`src/design/sgd_pkg.sv`:
```
// ----------------------------------------------------------------------------
// sgd_pkg: shared types and constants of the stop/go debouncer
// Table size, field widths, register indexes, function codes and the
// command and status bundles between controller and datapath.
// ----------------------------------------------------------------------------
package sgd_pkg;

  // table and field sizes
  localparam int SLOTS        = 16;
  localparam int SLOT_BITS    = $clog2(SLOTS);
  localparam int CHAN_BITS    = 4;
  localparam int WORD_BITS    = 32;
  localparam int TIME_BITS    = 32;
  localparam int HOLD_BITS    = 24;
  localparam int CFG_IDX_BITS = 2;

  // register indexes
  localparam logic [CFG_IDX_BITS-1:0] REG_STOP_HOLD = 2'd0;
  localparam logic [CFG_IDX_BITS-1:0] REG_GO_HOLD   = 2'd1;
  localparam logic [CFG_IDX_BITS-1:0] REG_RETAIN    = 2'd2;

  // item function codes
  localparam logic FUNC_OBSERVE = 1'b0;
  localparam logic FUNC_SWEEP   = 1'b1;

  // confirmed decision codes
  localparam logic [1:0] CONF_NONE = 2'b00;
  localparam logic [1:0] CONF_STOP = 2'b01;
  localparam logic [1:0] CONF_GO   = 2'b10;

  // controller to datapath
  typedef struct packed {
    logic load_in;     // capture the accepted item
    logic rd_sweep;    // read the tables at the sweep index
    logic obs_upd;     // apply the observation and load its result
    logic sweep_eval;  // evaluate the slot at the sweep index
    logic emit_end;    // load the closing result of the sweep
  } sgd_cmd_t;

  // datapath to controller
  typedef struct packed {
    logic known;       // captured observation has a known colour
    logic out_free;    // result register can take a result this cycle
    logic report;      // current sweep slot is to be reported
    logic pending;     // a sweep result is held back
    logic last_slot;   // sweep index is at the final slot
  } sgd_stat_t;

endpackage

```
`src/design/sgd_if.sv`:
```
// ----------------------------------------------------------------------------
// sgd_obs_if / sgd_res_if: item channels of the stop/go debouncer
// Valid/ready channels carrying observation items and result items.
// ----------------------------------------------------------------------------
interface sgd_obs_if import sgd_pkg::*; ();
  logic                 valid;
  logic                 ready;
  logic                 func;
  logic [CHAN_BITS-1:0] channel;
  logic [TIME_BITS-1:0] now_ms;
  logic                 color_known;
  logic                 shows_stop;
  logic [WORD_BITS-1:0] signal_word;

  modport source (output valid, func, channel, now_ms, color_known, shows_stop,
                  signal_word, input ready);
  modport sink (input valid, func, channel, now_ms, color_known, shows_stop,
                signal_word, output ready);
endinterface

interface sgd_res_if import sgd_pkg::*; ();
  logic                 valid;
  logic                 ready;
  logic [CHAN_BITS-1:0] out_channel;
  logic [WORD_BITS-1:0] stable_word;
  logic                 present;
  logic                 last;

  modport source (output valid, out_channel, stable_word, present, last,
                  input ready);
  modport sink (input valid, out_channel, stable_word, present, last,
                output ready);
endinterface

```
`src/design/sgd_datapath.sv`:
```
// ----------------------------------------------------------------------------
// sgd_datapath: per-slot state, hold timing and result register
// Holds the configuration, the slot flags, the time and word tables, the
// sweep index, the held-back sweep result and the output register.
// ----------------------------------------------------------------------------
module sgd_datapath import sgd_pkg::*; (
  input  logic                    clk,
  input  logic                    rst,
  // configuration
  input  logic                    cfg_we,
  input  logic [CFG_IDX_BITS-1:0] cfg_index,
  input  logic [HOLD_BITS-1:0]    cfg_data,
  // control
  input  sgd_cmd_t                cmd,
  output sgd_stat_t               stat,
  // input payload
  input  logic                    in_func,
  input  logic [CHAN_BITS-1:0]    in_channel,
  input  logic [TIME_BITS-1:0]    in_now_ms,
  input  logic                    in_color_known,
  input  logic                    in_shows_stop,
  input  logic [WORD_BITS-1:0]    in_signal_word,
  // result
  output logic                    out_valid,
  input  logic                    out_ready,
  output logic [CHAN_BITS-1:0]    out_channel,
  output logic [WORD_BITS-1:0]    out_word,
  output logic                    out_present,
  output logic                    out_last
);

  // configuration registers
  logic [HOLD_BITS-1:0] stop_hold;
  logic [HOLD_BITS-1:0] go_hold;
  logic [HOLD_BITS-1:0] retain;

  // captured item
  logic                 func_q;
  logic [SLOT_BITS-1:0] ch_q;
  logic [TIME_BITS-1:0] now_q;
  logic                 known_q;
  logic                 stop_q;
  logic [WORD_BITS-1:0] word_q;

  // slot flags
  logic [SLOTS-1:0] valid;
  logic [SLOTS-1:0] seen;
  logic [SLOTS-1:0] stop_armed;
  logic [SLOTS-1:0] go_armed;
  logic [1:0]       conf [SLOTS];

  // slot tables and their registered read data
  logic [TIME_BITS-1:0] stop_since_mem [SLOTS];
  logic [TIME_BITS-1:0] go_since_mem   [SLOTS];
  logic [WORD_BITS-1:0] stable_mem     [SLOTS];
  logic [TIME_BITS-1:0] last_seen_mem  [SLOTS];
  logic [TIME_BITS-1:0] stop_since_rd;
  logic [TIME_BITS-1:0] go_since_rd;
  logic [WORD_BITS-1:0] stable_rd;
  logic [TIME_BITS-1:0] last_seen_rd;
  logic [SLOT_BITS-1:0] rd_addr;

  // sweep
  logic [SLOT_BITS-1:0] idx;
  logic                 pend_valid;
  logic [SLOT_BITS-1:0] pend_ch;
  logic [WORD_BITS-1:0] pend_word;

  // observation update terms
  logic                 fresh;
  logic                 sa;
  logic                 ga;
  logic [1:0]           cf;
  logic                 first;
  logic [TIME_BITS-1:0] base;
  logic [TIME_BITS-1:0] hold;
  logic [TIME_BITS-1:0] elapsed;
  logic                 hold_met;
  logic [1:0]           cf_next;
  logic                 adopt;
  logic [WORD_BITS-1:0] stable_next;

  // sweep terms
  logic [TIME_BITS-1:0] idle_time;
  logic                 expired;
  logic                 load_out;
  logic                 load_pend;

  // configuration writes, other indexes ignored
  always_ff @(posedge clk) begin
    if (rst) begin
      stop_hold <= '0;
      go_hold   <= '0;
      retain    <= '0;
    end else if (cfg_we) begin
      case (cfg_index)
        REG_STOP_HOLD: stop_hold <= cfg_data;
        REG_GO_HOLD:   go_hold   <= cfg_data;
        REG_RETAIN:    retain    <= cfg_data;
        default: ;
      endcase
    end
  end

  // capture the accepted item
  always_ff @(posedge clk) begin
    if (cmd.load_in) begin
      func_q  <= in_func;
      ch_q    <= SLOT_BITS'(in_channel);
      now_q   <= in_now_ms;
      known_q <= in_color_known;
      stop_q  <= in_shows_stop;
      word_q  <= in_signal_word;
    end
  end

  // table read: live channel at accept, sweep index during the sweep
  assign rd_addr = cmd.rd_sweep ? idx : SLOT_BITS'(in_channel);

  // read data is held while the item waits on the result register
  always_ff @(posedge clk) begin
    if (cmd.load_in || cmd.rd_sweep) begin
      stop_since_rd <= stop_since_mem[rd_addr];
      go_since_rd   <= go_since_mem[rd_addr];
      stable_rd     <= stable_mem[rd_addr];
      last_seen_rd  <= last_seen_mem[rd_addr];
    end
  end

  // observation: a free slot starts from cleared flags
  always_comb begin
    fresh = !valid[ch_q];
    sa    = !fresh && stop_armed[ch_q];
    ga    = !fresh && go_armed[ch_q];
    cf    = fresh ? CONF_NONE : conf[ch_q];
    first = !sa && !ga;
    // start time is now when the decision is newly armed
    if (stop_q) begin
      base = sa ? stop_since_rd : now_q;
      hold = TIME_BITS'(stop_hold);
    end else begin
      base = ga ? go_since_rd : now_q;
      hold = TIME_BITS'(go_hold);
    end
    elapsed  = now_q - base;
    hold_met = elapsed >= hold;
    cf_next  = cf;
    if (hold_met || first) begin
      cf_next = stop_q ? CONF_STOP : CONF_GO;
    end
    adopt       = stop_q ? cf_next[0] : cf_next[1];
    stable_next = adopt ? word_q : (fresh ? '0 : stable_rd);
  end

  // sweep: expiry of an unobserved slot
  assign idle_time = now_q - last_seen_rd;
  assign expired   = (retain == '0) || (idle_time > TIME_BITS'(retain));
  assign load_pend = cmd.sweep_eval && valid[idx] && !seen[idx] && !expired;
  assign load_out  = cmd.obs_upd || cmd.emit_end || (load_pend && pend_valid);

  // table writes on observation
  always_ff @(posedge clk) begin
    if (cmd.obs_upd) begin
      if (stop_q && !sa) begin
        stop_since_mem[ch_q] <= now_q;
      end
      if (!stop_q && !ga) begin
        go_since_mem[ch_q] <= now_q;
      end
      stable_mem[ch_q]    <= stable_next;
      last_seen_mem[ch_q] <= now_q;
    end
  end

  // slot flags
  always_ff @(posedge clk) begin
    if (rst) begin
      valid      <= '0;
      seen       <= '0;
      stop_armed <= '0;
      go_armed   <= '0;
      for (int i = 0; i < SLOTS; i++) begin
        conf[i] <= CONF_NONE;
      end
    end else if (cmd.obs_upd) begin
      valid[ch_q]      <= 1'b1;
      seen[ch_q]       <= 1'b1;
      stop_armed[ch_q] <= stop_q;
      go_armed[ch_q]   <= !stop_q;
      conf[ch_q]       <= cf_next;
    end else if (cmd.sweep_eval && valid[idx]) begin
      if (seen[idx]) begin
        seen[idx] <= 1'b0;
      end else if (expired) begin
        valid[idx]      <= 1'b0;
        stop_armed[idx] <= 1'b0;
        go_armed[idx]   <= 1'b0;
        conf[idx]       <= CONF_NONE;
      end
    end
  end

  // sweep index and held-back result
  always_ff @(posedge clk) begin
    if (rst) begin
      idx        <= '0;
      pend_valid <= 1'b0;
    end else begin
      if (cmd.load_in || cmd.emit_end) begin
        idx        <= '0;
        pend_valid <= 1'b0;
      end else if (cmd.sweep_eval) begin
        idx <= idx + 1'b1;
        if (load_pend) begin
          pend_valid <= 1'b1;
        end
      end
    end
  end

  always_ff @(posedge clk) begin
    if (load_pend) begin
      pend_ch   <= idx;
      pend_word <= stable_rd;
    end
  end

  // output register
  always_ff @(posedge clk) begin
    if (rst) begin
      out_valid <= 1'b0;
    end else if (load_out) begin
      out_valid <= 1'b1;
    end else if (out_ready) begin
      out_valid <= 1'b0;
    end
  end

  always_ff @(posedge clk) begin
    if (cmd.obs_upd) begin
      out_channel <= CHAN_BITS'(ch_q);
      out_word    <= stable_next;
      out_present <= 1'b1;
      out_last    <= 1'b1;
    end else if (cmd.emit_end) begin
      out_channel <= pend_valid ? CHAN_BITS'(pend_ch) : '0;
      out_word    <= pend_valid ? pend_word : '0;
      out_present <= pend_valid;
      out_last    <= 1'b1;
    end else if (load_pend && pend_valid) begin
      out_channel <= CHAN_BITS'(pend_ch);
      out_word    <= pend_word;
      out_present <= 1'b1;
      out_last    <= 1'b0;
    end
  end

  // status to the controller
  assign stat.known     = known_q && (func_q == FUNC_OBSERVE);
  assign stat.out_free  = !out_valid || out_ready;
  assign stat.report    = valid[idx] && !seen[idx] && !expired;
  assign stat.pending   = pend_valid;
  assign stat.last_slot = (idx == SLOT_BITS'(SLOTS - 1));

endmodule

```
`src/design/sgd_ctrl.sv`:
```
// ----------------------------------------------------------------------------
// sgd_ctrl: sequencing controller of the stop/go debouncer
// Steps an observation through read and update, and a frame end through
// a read and an evaluation per slot followed by the closing result.
// ----------------------------------------------------------------------------
module sgd_ctrl import sgd_pkg::*; (
  input  logic      clk,
  input  logic      rst,
  input  logic      in_valid,
  input  logic      in_func,
  output logic      in_ready,
  input  sgd_stat_t stat,
  output sgd_cmd_t  cmd
);

  typedef enum logic [2:0] {
    IDLE,
    OBS_UPD,
    SW_RD,
    SW_EVAL,
    SW_END
  } state_t;

  state_t state;
  state_t state_next;
  logic   accept;

  assign in_ready = (state == IDLE);
  assign accept   = in_valid && in_ready;

  // command decode and next state
  always_comb begin
    cmd        = '0;
    state_next = state;
    case (state)
      IDLE: begin
        if (accept) begin
          cmd.load_in = 1'b1;
          state_next  = (in_func == FUNC_SWEEP) ? SW_RD : OBS_UPD;
        end
      end
      OBS_UPD: begin
        if (!stat.known) begin
          state_next = IDLE;
        end else if (stat.out_free) begin
          cmd.obs_upd = 1'b1;
          state_next  = IDLE;
        end
      end
      SW_RD: begin
        cmd.rd_sweep = 1'b1;
        state_next   = SW_EVAL;
      end
      SW_EVAL: begin
        // a held result goes out first when the next one is found
        if (!(stat.report && stat.pending && !stat.out_free)) begin
          cmd.sweep_eval = 1'b1;
          state_next     = stat.last_slot ? SW_END : SW_RD;
        end
      end
      SW_END: begin
        if (stat.out_free) begin
          cmd.emit_end = 1'b1;
          state_next   = IDLE;
        end
      end
      default: state_next = IDLE;
    endcase
  end

  always_ff @(posedge clk) begin
    if (rst) begin
      state <= IDLE;
    end else begin
      state <= state_next;
    end
  end

endmodule

```
`src/design/signal_stop_go_debouncer.sv`:
```
// ----------------------------------------------------------------------------
// signal_stop_go_debouncer: multi-channel stop/go debouncer
// Confirms stop or go per slot after a hold time and reports stable words.
// ----------------------------------------------------------------------------
// Works on one item at a time. An observation reads the slot tables at
// accept and updates them once the result register is free, and gives one
// result; an observation of unknown colour gives none. A frame-end item
// walks the 16 slots, each by a table read and then an evaluation, after
// the accept step and before the closing step, and the next item is taken
// only once it is done; it gives the retained unobserved slots in
// ascending order or a single empty result. A full result register holds
// up either kind of item. Hold and retention times are compared in
// wrapping 32-bit milliseconds; configuration is to be written only
// while no item is in progress, and the block itself does not enforce it.
// ----------------------------------------------------------------------------
module signal_stop_go_debouncer import sgd_pkg::*; (
  input  logic                    clk,
  input  logic                    rst,
  input  logic                    cfg_we,
  input  logic [CFG_IDX_BITS-1:0] cfg_index,
  input  logic [HOLD_BITS-1:0]    cfg_data,
  sgd_obs_if.sink                 obs,
  sgd_res_if.source               res
);

  sgd_cmd_t  cmd;
  sgd_stat_t stat;

  // sequencing
  sgd_ctrl u_ctrl (
    .clk      (clk),
    .rst      (rst),
    .in_valid (obs.valid),
    .in_func  (obs.func),
    .in_ready (obs.ready),
    .stat     (stat),
    .cmd      (cmd)
  );

  // slot state and result register
  sgd_datapath u_datapath (
    .clk            (clk),
    .rst            (rst),
    .cfg_we         (cfg_we),
    .cfg_index      (cfg_index),
    .cfg_data       (cfg_data),
    .cmd            (cmd),
    .stat           (stat),
    .in_func        (obs.func),
    .in_channel     (obs.channel),
    .in_now_ms      (obs.now_ms),
    .in_color_known (obs.color_known),
    .in_shows_stop  (obs.shows_stop),
    .in_signal_word (obs.signal_word),
    .out_valid      (res.valid),
    .out_ready      (res.ready),
    .out_channel    (res.out_channel),
    .out_word       (res.stable_word),
    .out_present    (res.present),
    .out_last       (res.last)
  );

endmodule

```
`src/flat_wrapper.sv`:
```
// flat-port wrapper written by rule: the top's interface ports become plain ports
module signal_stop_go_debouncer_flat import sgd_pkg::*;
  (clk, rst, cfg_we, cfg_index, cfg_data, obs_valid, obs_func, obs_channel, obs_now_ms, obs_color_known, obs_shows_stop, obs_signal_word, obs_ready, res_valid, res_out_channel, res_stable_word, res_present, res_last, res_ready);
  sgd_obs_if obs_i ();
  sgd_res_if res_i ();
  input  logic clk;
  input  logic rst;
  input  logic cfg_we;
  input  logic [CFG_IDX_BITS-1:0] cfg_index;
  input  logic [HOLD_BITS-1:0] cfg_data;
  input wire logic [$bits(obs_i.valid)-1:0] obs_valid;
  input wire logic [$bits(obs_i.func)-1:0] obs_func;
  input wire logic [$bits(obs_i.channel)-1:0] obs_channel;
  input wire logic [$bits(obs_i.now_ms)-1:0] obs_now_ms;
  input wire logic [$bits(obs_i.color_known)-1:0] obs_color_known;
  input wire logic [$bits(obs_i.shows_stop)-1:0] obs_shows_stop;
  input wire logic [$bits(obs_i.signal_word)-1:0] obs_signal_word;
  output wire logic [$bits(obs_i.ready)-1:0] obs_ready;
  output wire logic [$bits(res_i.valid)-1:0] res_valid;
  output wire logic [$bits(res_i.out_channel)-1:0] res_out_channel;
  output wire logic [$bits(res_i.stable_word)-1:0] res_stable_word;
  output wire logic [$bits(res_i.present)-1:0] res_present;
  output wire logic [$bits(res_i.last)-1:0] res_last;
  input wire logic [$bits(res_i.ready)-1:0] res_ready;
  assign obs_i.valid = obs_valid;
  assign obs_i.func = obs_func;
  assign obs_i.channel = obs_channel;
  assign obs_i.now_ms = obs_now_ms;
  assign obs_i.color_known = obs_color_known;
  assign obs_i.shows_stop = obs_shows_stop;
  assign obs_i.signal_word = obs_signal_word;
  assign obs_ready = obs_i.ready;
  assign res_valid = res_i.valid;
  assign res_out_channel = res_i.out_channel;
  assign res_stable_word = res_i.stable_word;
  assign res_present = res_i.present;
  assign res_last = res_i.last;
  assign res_i.ready = res_ready;
  signal_stop_go_debouncer u_core (.clk(clk), .rst(rst), .cfg_we(cfg_we), .cfg_index(cfg_index), .cfg_data(cfg_data), .obs(obs_i), .res(res_i));
endmodule
```
`config.mk`:
```
export PLATFORM = sky130hd
export DESIGN_NAME = signal_stop_go_debouncer_flat
export DESIGN_NICKNAME = d
export VERILOG_FILES = /design/src/design/sgd_pkg.sv /design/src/design/sgd_if.sv /design/src/design/sgd_datapath.sv /design/src/design/sgd_ctrl.sv /design/src/design/signal_stop_go_debouncer.sv /design/src/flat_wrapper.sv
export SDC_FILE = /design/constraint.sdc
export NUM_CORES = 2
export LEC_CHECK = 0
export BUFFER_PORTS_ARGS = -buffer_cell sky130_fd_sc_hd__buf_2
export CORE_MARGIN = 4
export CORE_UTILIZATION = 45
export DETAILED_ROUTE_END_ITERATION = 10
export MAX_ROUTING_LAYER = met4
export REMOVE_ABC_BUFFERS = 1
export SETUP_SLACK_MARGIN = 0.5
export SYNTH_ARGS = -nofsm -noshare
export SYNTH_HDL_FRONTEND = slang
export SYNTH_SLANG_ARGS = --single-unit
export TNS_END_PERCENT = 10
```
`constraint.sdc`:
```
create_clock -name clk -period 10.6 [get_ports clk]
set_input_delay 1.06 -clock clk [delete_from_list [all_inputs] [get_ports clk]]
set_output_delay 1.06 -clock clk [all_outputs]
set_load 0.02 [all_outputs]
```
# Yosys cells after proc, flatten, opt, wreduce, memory -nomap -nowiden
# Memory sizes are Yosys's and may differ from the RTL's. A register that Yosys moved wholly into a read port is not among the register bits.
# Cells that the tools add are included.
# word_totals
ff_bits	290
ramBits	2080
in_bits	102
out_inout_bits	40
word_cells	201
mem_count	5
# op_classes
addsub	3
order_cmp	6
n_eq_ne	10
n_mux	95
bitwise_logic	8
reduce_logical	51
# mem_list
name	depth	word_bits	read_ports	rd_ports_with_merged_regs	wr	line	rtl
u_core.u_datapath.go_since_mem	16	32	1	1	1	sgd_datapath.sv:54	logic [TIME_BITS-1:0] go_since_mem [SLOTS];
u_core.u_datapath.last_seen_mem	16	32	1	1	1	sgd_datapath.sv:56	logic [TIME_BITS-1:0] last_seen_mem [SLOTS];
u_core.u_datapath.stable_mem	16	32	1	1	1	sgd_datapath.sv:55	logic [WORD_BITS-1:0] stable_mem [SLOTS];
u_core.u_datapath.stop_since_mem	16	32	1	1	1	sgd_datapath.sv:53	logic [TIME_BITS-1:0] stop_since_mem [SLOTS];
u_core.u_datapath.conf	16	2	1	1	16	sgd_datapath.sv:50	logic [1:0] conf [SLOTS];
# ops
operator	n
32-bit 2-to-1 mux	9
16-bit 2-to-1 mux	15
16-bit AND	4
32-bit subtractor	2
1-bit 2-to-1 mux	41
16-bit bitwise mux	2
32-bit >= comparator	1
32-bit by 24-bit greater-than comparator with 1-bit output	1
4-bit 2-to-1 mux	8
16-bit bitwise OR	2
24-bit zero test	1
24-bit 2-to-1 mux	1
1-bit binary-select mux with 4-bit select	5
1-bit logical AND	17
16-bit inverter	1
3-bit 2-to-1 mux	5
3-bit one-hot mux with 5 select lines	1
2-bit 2-to-1 mux	6
2-bit AND reduction	6
4-bit by 5-bit less-than comparator with 1-bit output, second input constant	2
2-bit nonzero test	5
1-bit demux with 4-bit select	2
4-bit by 1-bit >= comparator with 1-bit output, second input constant	2
2-bit OR reduction	4
other kinds (16)	30

# Logic depth before layout (Yosys ltp)
# depth
word_depth	16
mapped_depth	34
depth_no_buf	29

# Hierarchy
# Synthesis repeated with hierarchy kept, for this count alone.
# unflattened
cells_unflattened	6066
area_unflattened_um2	102015.3
# modules_own_cells
module	n_inst	cells_per_inst	area_each_um2
sgd_datapath	1	6036	101753.8
sgd_ctrl	1	30	261.5

# Worst setup path after synthesis
# No wires, ideal clock.
# synth_timing
path_kind	in2reg
from	in obs_valid
to	reg u_core.u_datapath.go_since_rd[0] (read register of u_core.u_datapath.go_since_mem) (enable)
setup_time_ps	771
t_arrival_ps	9723
required_ps	9829
slack_ps	106
stages	2
path_buffers	0
path_cell_list	nor2_1 > nor3_1
# synth_between
elab_chain_cells	4
# synth_lines
item	line	rtl
start: declaration	flat_wrapper.sv:11	input wire logic [$bits(obs_i.valid)-1:0] obs_valid;
1-bit logical AND	sgd_ctrl.sv:29	assign accept = in_valid && in_ready;
1-bit 2-to-1 mux	sgd_ctrl.sv:37	if (accept) begin
1-bit 2-to-1 mux	sgd_ctrl.sv:35	case (state)
1-bit logical OR	sgd_datapath.sv:122	if (cmd.load_in || cmd.rd_sweep) begin
end: declaration	sgd_datapath.sv:58	logic [TIME_BITS-1:0] go_since_rd;
# No other way between the ends.
# A chain may end at the register's enable or synchronous reset.

# Worst setup path after layout
# layout_timing
from	reg u_core.u_datapath.ch_q[0]
to	reg u_core.u_datapath.out_word[21], data pin
# layout_between
elab_chain_cells	12
elab_cells_between_ends	23
cone_classes	1 x add/sub; 1 x order compare; 15 x mux; 6 x reduce/logical
# layout_lines
item	line	rtl
start: declaration	sgd_datapath.sv:39	logic [SLOT_BITS-1:0] ch_q;
start signal: assignment	sgd_datapath.sv:109	ch_q <= SLOT_BITS'(in_channel);
1-bit binary-select mux with 4-bit select, on equally long branches	sgd_datapath.sv:132, sgd_datapath.sv:133, sgd_datapath.sv:134	
1-bit 2-to-1 mux, on equally long branches	sgd_datapath.sv:132, sgd_datapath.sv:133, sgd_datapath.sv:134	
1-bit logical AND, on equally long branches	sgd_datapath.sv:134, sgd_datapath.sv:133	
32-bit 2-to-1 mux, on equally long branches	sgd_datapath.sv:142, sgd_datapath.sv:139	
32-bit 2-to-1 mux	sgd_datapath.sv:138	if (stop_q) begin
32-bit subtractor	sgd_datapath.sv:145	elapsed = now_q - base;
32-bit >= comparator	sgd_datapath.sv:146	hold_met = elapsed >= hold;
1-bit logical OR	sgd_datapath.sv:148	if (hold_met || first) begin
2-bit 2-to-1 mux	sgd_datapath.sv:148	
1-bit 2-to-1 mux	sgd_datapath.sv:151	adopt = stop_q ? cf_next[0] : cf_next[1];
32-bit 2-to-1 mux *	sgd_datapath.sv:152	stable_next = adopt ? word_q : (fresh ? '0 : stable_rd);
32-bit 2-to-1 mux *	sgd_datapath.sv:240	if (cmd.obs_upd) begin
end signal: assignment	sgd_datapath.sv:242	out_word <= stable_next;
end signal: assignment	sgd_datapath.sv:247	out_word <= pend_valid ? pend_word : '0;
end signal: assignment	sgd_datapath.sv:252	out_word <= pend_word;
end: declaration	sgd_datapath.sv:27	output logic [WORD_BITS-1:0] out_word,
# Mark *: on every way between the ends. The rest lies on a longest branch, timed or not. The select of a mux whose other input is x is not followed.

==> key figures <==
Outcome
  – Outcome: finished clean

Synthesis
  – Top cell type's share of synthesized area: 69.65%
  – Synth Instances: 5738
  – Ys Warns: 0
  – Syn avg cell area: 17.66 um2
  – Post-synthesis sequential area ratio: 72.64%
  – Post-synth ARST share: 0%
  – Yosys cell types: 82
  – Area leader, netlist: edfxtp_1
  – Synth Register Bits: 2502
  – Post-synth EDFFs: 2351
  – Post-Syn Area: 101400 um2
  – Top_reg_cell synth: edfxtp_1
  – Synth top area cells: edfxtp_1 (70%), mux4_2 (12%), dfxtp_1 (3.0%), nand2_1 (2.2%), ha_1 (1.4%)

Hold path
  – Hold_sp: obs_now_ms[15]
  – Hold Path Class: primary input to flip-flop

Final layout
  – Fillers: 17930
  – Post-route insts no fill: 9187
  – Nets: 6230
  – Area Growth Syn to Fin: 13.34%
  – Post-route cell area: 114900 um2
  – Share of layout cells above drive strength 1: 21.74%

GRT
  – Total GRT Usage: 24.16%
  – Largest net degree at the start of global routing: 118
  – Initial antenna violation count: 41
  – First-pass GRT wire length: 395.6 mm
  – Vias in the first global route: 55970
  – Gr ovfl total: 0

Routing
  – Pre-antenna DRT Iters: 6
  – WL/cell: 29.86 um
  – Number of remaining DRC errors: 0
  – Final WL: 274.3 mm
  – ANT nets after route: 0
  – Via density: 6.061
  – Vias: 55680
  – 1st-iter DRT viols: 5829

Floorplanning
  – Die Y: 482.6 um
  – Initial Utilization: 45.42%
  – CORE AREA: 223200 um2
  – Die width: 482.6 um
  – I/O pins: 142
  – Row count: 173
  – Full die area: 232900 um2

Clock network
  – CTS resizes: 0
  – CTS max path bufs: 4
  – Root Buffer: clkbuf_16
  – CTS tree: yes
  – Post-CTS Setup Repair Bufs: 0
  – Worst skew pair latency: 0.93 ns
  – Num CTS Buffers: 281
  – Clk sinks: 2502
  – Post-CTS Hold Buffers: 0
  – H-tree depth: 5
  – Clk pin slew, worst setup/hold paths: 0.06 ns

Critical path
  – Reg2reg end: u_core.u_datapath.out_word[21]
  – Critical Path End Type: flip-flop
  – Buf/Inv on CP: 3
  – Required @ worst endpoint: 11.24 ns
  – Reg2reg start: u_core.u_datapath.ch_q[0]
  – Crit-path max cell delay: 1.07 ns
  – Critical path origin: u_core.u_datapath.ch_q[0]
  – Critical-path cell with the highest stage delay: edfxtp_1
  – Critical-path maximum fanout: 44
  – CP Launch Type: flip-flop
  – CP most frequent cell: buf_4
  – Crit path depth: 26
  – Worst Reg2Reg Path Length in Cells: 26
  – Last element of the critical path: u_core.u_datapath.out_word[21]
  – Crit path DAT: 10.01 ns
  – Critical path class: flip-flop to flip-flop
  – Cell family with most CP delay: compound AO/OA/AOI/OAI gates
  – FF-to-FF setup slack: 1.23 ns

Place
  – Post-DP HPWL: 150.3 mm
  – IO Port Bufs: 141
  – Placer Congestion: 0.8952
  – Post-Place Cells: 8704
  – Placed Area: 106400 um2

Power and ir drop
  – Leak Pwr: 37.32 nW
  – PwrDens: 191.5 nW/um2
  – Peak supply drop: 0.0001410 V

Timing
  – Slew Limit Fails: 0
  – Slew headroom: 17.54%
  – Setup Skew: 0.05860 ns
  – Final setup violation count: 0
  – RSZ-0062 raised after global routing: false
  – Slew @ Worst Pin: 1.230 ns
  – Final Hold Fails: 0
  – Final worst path period need: 9.368 ns
  – Tcrit/Tclk final: 88.38%
  – Fmax: 106.7 MHz

Job
  – Max-cap violations: 0
[worst reg2reg max path, cell delays in order, from the launching register on]
cell and delay (ns):
edfxtp_1 1.07, mux4_2 0.64, a22oi_1 0.24, nand2_2 0.26
nand2_2 0.57, buf_4 0.36, mux2_2 0.35, o21ai_0 0.14
ha_1 0.31, a21oi_1 0.25, o21ai_0 0.23, or3_1 0.40
a211oi_1 0.57, nor2_1 0.11, xor2_1 0.17, ha_1 0.29
a21o_1 0.19, a21o_1 0.17, a21oi_1 0.16, o2111ai_1 0.12
nor2_1 0.13, o311ai_0 0.14, or4_4 0.87, buf_4 0.46
o21a_1 0.25, buf_4 0.30, a221o_1 0.37
[cell type report]
class	instances	area, um2	share of cell area [%]
multi-input cells	2802	26480	23.05
well taps	2975	3722	3.240
repair buffers	323	2225	1.936
inverters	102	422.9	0.3681
clock inverters	115	934.6	0.8136
diodes	15	37.54	0.03267
flip-flops and latches	2502	73620	64.08
clock buffers	353	7440	6.476
[report_power, final]
| group | internal (mW) | leakage (nW) | switching [mW] | total (mW) |
|---|---|---|---|---|
| combinational | 0.707 | 10.7 | 1.16 | 1.87 |
| clock | 5.28 | 4.09 | 3.74 | 9.03 |
| sequential | 11.0 | 22.5 | 0.118 | 11.1 |
[synthesized netlist by cell type, types with 14 or more instances]
cell and n:
edfxtp_1 2351, nand2_1 606, mux4_2 544, clkbuf_1 247, a21oi_1 214, and2_1 175
dfxtp_1 151, a211oi_1 142, o21ai_0 139, a31oi_1 137, nor2_1 116, ha_1 114
inv_1 102, buf_1 69, mux2i_1 58, o31ai_1 47, nand3_1 43, mux2_2 37
a221o_1 34, a21o_1 29, nor3_1 26, nand4_1 25, xnor2_1 25, xor2_1 23
o21a_1 19, nor3b_1 18, nand2b_1 17, o211ai_1 17, o22ai_1 17, nor2b_1 15
and3_1 14, buf_2 14
[sequential cells by signal, summed over array words and instances (netlist names), 512 cells and up, named ones only]
name,cells
u_core.u_datapath.go_since_mem,512
u_core.u_datapath.last_seen_mem,512
u_core.u_datapath.stable_mem,512
u_core.u_datapath.stop_since_mem,512
[layout by cell type, fill, tap and decap left out, types with 137 or more instances in the layout]
cell	instances
buf_4	171
nand2_1	603
and2_1	173
edfxtp_1	2351
clkbuf_16	287
a31oi_1	137
mux4_2	544
dfxtp_1	151
a21oi_1	213
buf_2	140
o21ai_0	139
a211oi_1	142
[per-stage QoR]
stage | worst slack (ns) | hold slack (ns) | utilization [%] | TNS [ns] | power (mW)
finish | 1.232 | 0.3101 | 51.48 | 0 | 22.00
CTS | 1.126 | 0.2419 | 51.45 | 0 | 22.19
detailed placement | 1.141 | 0.4458 | 47.70 | 0 | 13.19
global placement | 1.377 | 0.4404 | 47.70 | 0 | 13.17
global route | 0.8093 | 0.2651 | 51.47 | 0 | 22.78
floorplan | -40.41 | 0.4268 | - | -5172.69 | 13.57
[worst min path at each step]
stage	end	cells after the start	slack (ns)
after detailed placement	u_core.u_datapath.go_hold[9]	2	0.45
after floorplan	u_core.u_datapath.stop_hold[0]	2	0.43
final	u_core.u_datapath.now_q[15]	1	0.31
after global routing	u_core.u_datapath.now_q[23]	1	0.27
after CTS	u_core.u_datapath.now_q[15]	1	0.24
after global placement	u_core.u_datapath.go_hold[2]	2	0.44
[per-layer routing]
layer  vias to the layer above  global-route usage [%]  routed length [um]
met2                      2198                   38.68              133700
met4                         0                   6.905                8269
li1                      23600                       -                   -
met3                       494                   3.162               18350
met1                     29390                   32.78              114000
met5                         -                       -                   0
[cell families after synthesis]
kind of cell | after synthesis | synth area share [%]
AO/OA/AOI/OAI | 887 | 5.703
XOR/XNOR | 48 | 0.4148
adder cells (fa/ha/maj) | 116 | 1.447
buffers and inverters | 434 | 1.632
flip-flops | 2502 | 72.64
multiplexers | 639 | 13.07
AND/OR/NAND/NOR | 1112 | 5.095
Power figures use the tool's default switching activity.
